==> src/sv/salc_pkg.sv <==
// Shared constants and types for the set-associative LRU cache lookup.
package salc_pkg;

	// Fixed field widths of the item ports
	localparam int ADDR_W    = 32;
	localparam int OUT_WAY_W = 2;
	localparam int CNT_W     = 32;

	// Saturation value of the hit and miss counters
	localparam logic [CNT_W-1:0] CNT_MAX = '1;

	// Lookup decision flags from the replacement logic
	typedef struct packed {
		logic hit;
		logic evicted;
	} salc_flags_t;

endpackage

==> src/sv/salc_replace.sv <==
// Way compare, victim choice and recency update for one set.
module salc_replace import salc_pkg::*; #(
	parameter int WAYS = 4,
	parameter int AW   = 32,
	parameter int RW   = 2
) (
	input  logic [AW-1:0]             addr,
	input  logic [WAYS-1:0][AW-1:0]   tags,
	input  logic [WAYS-1:0]           valids,
	input  logic [WAYS-1:0][RW-1:0]   ranks,
	output salc_flags_t               flags,
	output logic [RW-1:0]             chosen,
	output logic [WAYS-1:0][RW-1:0]   ranks_new,
	output logic [AW-1:0]             ev_tag
);

	logic          hit_any;
	logic          inv_any;
	logic [RW-1:0] hit_w;
	logic [RW-1:0] inv_w;
	logic [RW-1:0] lru_w;
	logic [RW-1:0] old_rank;

	// Find the lowest matching, invalid and least recent ways
	always_comb begin
		hit_any = 1'b0;
		inv_any = 1'b0;
		hit_w   = '0;
		inv_w   = '0;
		lru_w   = '0;
		for (int w = WAYS - 1; w >= 0; w--) begin
			if (valids[w] && tags[w] == addr) begin
				hit_any = 1'b1;
				hit_w   = RW'(w);
			end
			if (!valids[w]) begin
				inv_any = 1'b1;
				inv_w   = RW'(w);
			end
			if (ranks[w] == '0) begin
				lru_w = RW'(w);
			end
		end
	end

	// Pick the way: hit, else first free, else least recent
	assign chosen        = hit_any ? hit_w : (inv_any ? inv_w : lru_w);
	assign flags.hit     = hit_any;
	assign flags.evicted = !hit_any && !inv_any;
	assign ev_tag        = flags.evicted ? tags[chosen] : '0;
	assign old_rank      = ranks[chosen];

	// Promote the chosen way, close the gap above its old rank
	always_comb begin
		for (int w = 0; w < WAYS; w++) begin
			ranks_new[w] = (ranks[w] > old_rank) ? ranks[w] - 1'b1 : ranks[w];
		end
		ranks_new[chosen] = RW'(WAYS - 1);
	end

endmodule

==> config.mk <==
export PLATFORM = sky130hd
export DESIGN_NAME = salc_replace
export DESIGN_NICKNAME = d
export VERILOG_FILES = /design/src/sv/salc_pkg.sv /design/src/sv/salc_replace.sv
export SDC_FILE = /design/constraint.sdc
export NUM_CORES = 1
export LEC_CHECK = 0
export BUFFER_PORTS_ARGS = -buffer_cell sky130_fd_sc_hd__buf_2
export CORE_UTILIZATION = 49
export DETAILED_ROUTE_END_ITERATION = 10
export PLACE_DENSITY = 0.89
export SYNTH_ARGS = -nofsm -noshare
export SYNTH_HDL_FRONTEND = slang
export SYNTH_SLANG_ARGS = --single-unit
export TNS_END_PERCENT = 1
==> constraint.sdc <==
create_clock -name vclk -period 6.4
set_input_delay 0 -clock vclk [all_inputs]
set_output_delay 0 -clock vclk [all_outputs]
set_load 0.05 [all_outputs]
==> results of run 1 <==
critical path: cells and delay by family:
kind | cells | cell delay (ps)
muxes | 1 | 170
and+or+nand+nor | 6 | 1930
buffers and inverters | 3 | 1110
AOI/OAI and AO/OA | 4 | 970
adders and majority gates | 1 | 300
xor gates and xnor gates | 1 | 170
worst paths after layout:
path      from           end  slack [ps]  cells after the start
max   addr[18]  ranks_new[0]        1730                     16
min   ranks[0]  ranks_new[0]         490                      4
cells by family after synthesis:
kind of cell	count (synthesis)
buffers and inverters	26
AOI/OAI and AO/OA	39
adders and majority gates	8
muxes	36
and+or+nand+nor	167
xor gates and xnor gates	129
power by group through the flow:
| stage | sequential [mW] | combinational, mW | clock [mW] |
|---|---|---|---|
| global placement | 0 | 0.378 | 0 |
| floorplan | 0 | 0.239 | 0 |
| global route | 0 | 0.418 | 0 |
| finish | 0 | 0.393 | 0 |
| detailed placement | 0 | 0.385 | 0 |
| CTS | 0 | 0.386 | 0 |
per-layer routing:
layer,track usage [%],wire length [um],vias up
met5,0,0,-
met4,11.5,415,0
met3,4.52,1440,44
met2,67.4,6870,308
met1,47.3,5320,2056
li1,-,-,1939
through the flow:
step / utilization, % / power [mW]
2_1_floorplan: - / 0.239
3_3_place_gp: 66.9 / 0.378
3_5_place_dp: 66.9 / 0.385
4_1_cts: 66.9 / 0.386
5_1_grt: 66.9 / 0.418
6_report: 66.9 / 0.393
cells in the final DEF, fill, tap and decap left out, types with 2 or more instances in the layout:
cell	synthesis	final
nand4_1	11	11
buf_4	3	2
inv_1	9	9
o31a_1	2	2
o211ai_1	2	2
a31oi_1	2	2
nor3_1	8	8
a21o_1	2	2
o2111ai_1	2	2
or3_1	4	4
mux2i_1	2	2
inv_2	2	2
o21ai_0	7	7
a211oi_1	3	3
nand4b_1	4	4
nor4b_1	4	4
a21oi_1	7	7
buf_2	1	216
and3_1	4	4
nor2_1	18	18
nor4_1	35	34
xnor2_1	29	29
xor2_1	100	100
and4_1	3	3
mux2_2	2	2
nand2_1	16	16
or4_1	3	3
and2_1	33	33
ha_1	8	8
mux4_2	31	31
nand3_1	12	12
final cells by class:
type | count | area (um^2) | area share (%)
inverters | 11 | 41.3 | 0.914
multi-input cells | 379 | 3280 | 72.6
well taps | 80 | 100 | 2.22
repair buffers | 218 | 1100 | 24.3
==> flow_summary.toml, run 1 <==
[final_layout]
nets = 790
diodes = 0
n_sequential_cell = 0
seqCellArea_um2 = 0
fill_cells = 578
drive_gt1_share_pct = 43.1
area_growth_pct = 31.9
fin_area_um2 = 4520
final_cells = 688
nClkBuffers = 0

[grt]
grtUsageTotal_pct = 37.7
grt_pass1_vias = 4347
grt_max_degree = 43
grt_remaining_overflow = 0
antenna_found_initial = 0
grt_pass1_wl_um = 21700

[synth]
syn_avg_cell_area_um2 = 8.46
synth-compound-area-share_pct = 8.04
syn_area_um2 = 3420
ys_seq_area_share_pct = 0
synthCells = 405
yosys.area_share.simple_pct = 29.3
synth-xor-area-share_pct = 33.0
ys_types = 59
yosysMostFrequentCell = "xor2_1"
yosys.area.top_type_share_pct = 25.6
synth.net_count = 585
netlist_top_cells_count = "xor2_1 (100), nor4_1 (35), and2_1 (33)"
synthAdderAreaFrac_pct = 2.92
yosysWarnings = 0
synth_top_family_by_area = "XOR/XNOR gates"
synthTopCellsByArea = "xor2_1 (26%), mux4_2 (20%), xnor2_1 (7.4%)"
yosys.area.top_type = "xor2_1"
synth.area.mux_share_pct = 22.4

[timing]
hold_viol = 0
fin_hold_ws_ps = 487
period_minus_slack_ps = 4670
setup_slack_ps = 1730
slew_headroom_pct = 25.0
report.final.slew_viol_count = 0
tightest_slew_ps = 1120
finalSetupTns_ps = 0
rsz0062_at_grt = "false"
max_freq_mhz = 214
fin_crit_sh_pct = 72.9
setup_viol = 0

[power]
peakVddDrop_mv = 0.0495
power_density_nw_per_um2 = 87.0
p_switching_mw = 0.234
p_int_mw = 0.159
pwr-share-comb_pct = 100.0
switching_share_pct = 59.5
p_leak_nw = 2.11
p_clk_share_pct = 0
pwr-share-seq_pct = 0

[routing]
ant_nets = 0
dr_total_vias = 4347
vias_per_cell = 6.32
post-route-drc-count = 0
dr.pass1.iters = 5
routedWlPerCell_um = 20.4
drt_iter0_drc = 337
totalWireLength_um = 14000

[flow_run]
maxCapViolations = 0

[worst_hold_path]
hold_path_class = "in2out"

[floorplan]
io_pins = 216
initial_core_util_pct = 50.7
die_area_um2 = 7330
die_w_um = 85.6
die_h_um = 85.6
placementRows = 30
core_um2 = 6760

[critical_path]
critPathArrivalTime_ps = 4670
path_common_cell = "buf_2"
worstSetupPathType = "in2out"
required_ps = 6400
max_stage_delay_ps = 690
cp-start-kind = "input pin"
end_kind = "output port"
path_max_fanout = 42
crit_chain = "buf_2, xor2_1, nor4_1, nand4_1, or4_1, nand3_1, nand2_2, inv_2, o21ai_0, a21oi_1, ha_1, or2_2, o2111ai_1, o221a_2, mux2i_1, buf_2"
slowest_stage = "inv_2"

[placement]
dpl_cell_area_um2 = 4520
dp.cells = 688
place_ws_ps = 1770
gp_routability_congestion = 0.983
hpwl_um = 12200
portBuffers = 216

[clock_tree]
cts_resized = 0
post-cts-setup-buffer-count = 0
hold_buffers = 0

[outcome]
status = "finished clean"
Note: power is estimated with default switching activity, not from simulation.
==> run 2: changes to the inputs <==
Settings changed: ABC_AREA from default to 1, CORE_UTILIZATION 49 to 45, PLACE_DENSITY 0.89 to 0.81.
Clock period 6.4 ns to 3.94 ns, I/O delays scaled along.
==> run 2 against run 1 <==
Synthesized area up 28%; critical path type unchanged; highest routed layer unchanged; global-route usage up 3.8 points; routed wire length up 50%; first-iteration DRC count up 120%; total power up 92%; die area up 38%; worst hold slack worse by 51 ps; via count up 58%.
==> flow_summary.toml, run 2 <==
[outcome]
status = "finished clean"

[power]
power_density_nw_per_um2 = 137
p_leak_nw = 3.41
p_total_mw = 0.753
peakVddDrop_mv = 0.0711

[timing]
finalSetupTns_ps = 0
period_minus_slack_ps = 3390
tightest_slew_ps = 558
max_freq_mhz = 295
rsz0062_at_grt = "false"
slew_headroom_pct = 62.7
report.final.slew_viol_count = 0
fin_crit_sh_pct = 86.0
hold_viol = 0
setup_viol = 0

[synth]
yosys.area.top_type_share_pct = 29.3
yosys.area.top_type = "nand2_1"
synthCells = 932
synth.net_count = 1112
yosysMostFrequentCell = "nand2_1"
syn_avg_cell_area_um2 = 4.70
syn_area_um2 = 4380
netlist_top_cells_count = "nand2_1 (342), nor2_1 (143), inv_1 (136)"
synthTopCellsByArea = "nand2_1 (29%), nor2_1 (12%), inv_1 (12%)"
yosysWarnings = 0
ys_seq_area_share_pct = 0
ys_types = 41

[final_layout]
area_growth_pct = 25.2
seqCellArea_um2 = 0
nets = 1311
final_common_cell = "nand2_1"
drive_gt1_share_pct = 25.1
nClkBuffers = 0
multi_input_area_um2 = 3570
layout_common_cells = "nand2_1 (342), buf_2 (216), nor2_1 (143)"
diodes = 0
fill_cells = 1051
n_sequential_cell = 0

[floorplan]
die_w_um = 101
core_um2 = 9330
die_h_um = 101
initial_core_util_pct = 46.9
die_area_um2 = 10100
io_pins = 216
placementRows = 35

[routing]
totalWireLength_um = 21000
post-route-drc-count = 0
vias_per_cell = 5.47
drt_iter0_drc = 753
dr.pass1.iters = 6
ant_nets = 0
routedWlPerCell_um = 16.7
dr_total_vias = 6879

[placement]
hpwl_um = 17800
portBuffers = 216
gp_routability_congestion = 1.05

[critical_path]
end_kind = "output port"
worstSetupPathType = "in2out"
path_max_fanout = 27
required_ps = 3940
critPathArrivalTime_ps = 3390
cp-start-kind = "input pin"

[flow_run]
maxCapViolations = 0

[grt]
grtUsageTotal_pct = 41.5
grt_pass1_vias = 6221
grt_pass1_wl_um = 32300
grt_max_degree = 30
grt_remaining_overflow = 0
antenna_found_initial = 0

[worst_hold_path]
hold_path_class = "in2out"

[clock_tree]
cts_resized = 0
post-cts-setup-buffer-count = 0
hold_buffers = 0
==> run 2: changes by cell type after synthesis, moves of 15 or more <==
cell     delta
mux4_2     -31
nand3_1    +63
o21ai_1    +15
nand2_1   +326
and2_1     -31
nor4_1     -35
nor2_1    +125
inv_1     +127
o22ai_1    +31
xor2_1     -96
inv_2      +27
==> run 2: through the flow <==
stage	hold slack (ps)	utilization [%]	cells	cell area, um^2	worst slack [ps]
2_1_floorplan	335	-	932	4380	1140
3_3_place_gp	430	58.8	1258	5480	795
3_5_place_dp	432	58.8	1258	5480	714
4_1_cts	435	58.8	1258	5480	714
5_1_grt	453	58.8	1258	5480	260
6_report	436	58.8	1258	5480	552
==> run 2: layout make-up <==
type                       count  area share (%)
inverter                     166            11.4
multi-input combinational    741            65.1
tap                          129            2.94
timing repair buffer         222            20.5
==> run 2: where the power goes <==
part / switching [mW] / internal, mW / leakage, nW / total, mW
Sequential: 0 / 0 / 0 / 0
Combinational: 0.509 / 0.244 / 3.41 / 0.753
Clock: 0 / 0 / 0 / 0
==> run 2: cell families (layout without fill, tap and decap cells) <==
family                     Yosys count  count (layout)  synth area share [%]
AOI/OAI and AO/OA                  100             100                  15.4
xor gates and xnor gates            26              26                  5.20
adders and majority gates            8               8                  2.29
buffers and inverters              191             388                  18.5
and+or+nand+nor                    607             607                  58.6
==> run 2: worst max-delay path, cell delays in order <==
cell	delay (ps)
buf_2	130
xnor2_1	260
nand2_1	90
nor2_1	210
nand2_1	130
nor2_1	130
nand3_1	100
a21oi_2	200
nand2_2	270
nand2_4	410
o22ai_1	130
nor2_1	300
ha_1	310
inv_1	70
nand3_1	80
o21ai_2	90
nand3_1	100
nand3_1	80
buf_2	270
==> run 2: per-layer routing <==
metal | GRT usage, % | vias up | share of wire [%] | routed length [um]
met5 | 0 | - | 0 | 0
met4 | 16.9 | 0 | 4.4 | 932
met3 | 8.18 | 65 | 13 | 2810
met2 | 66.0 | 500 | 42 | 8880
met1 | 54.6 | 3007 | 40 | 8410
li1 | - | 3307 | - | -
==> run 2: path summary, 6_finish.rpt <==
check                     from            to  slack (ps)  cells past startpoint
worst max-delay path  addr[15]  ranks_new[0]         550                     19
worst min-delay path  ranks[2]  ranks_new[2]         440                      4
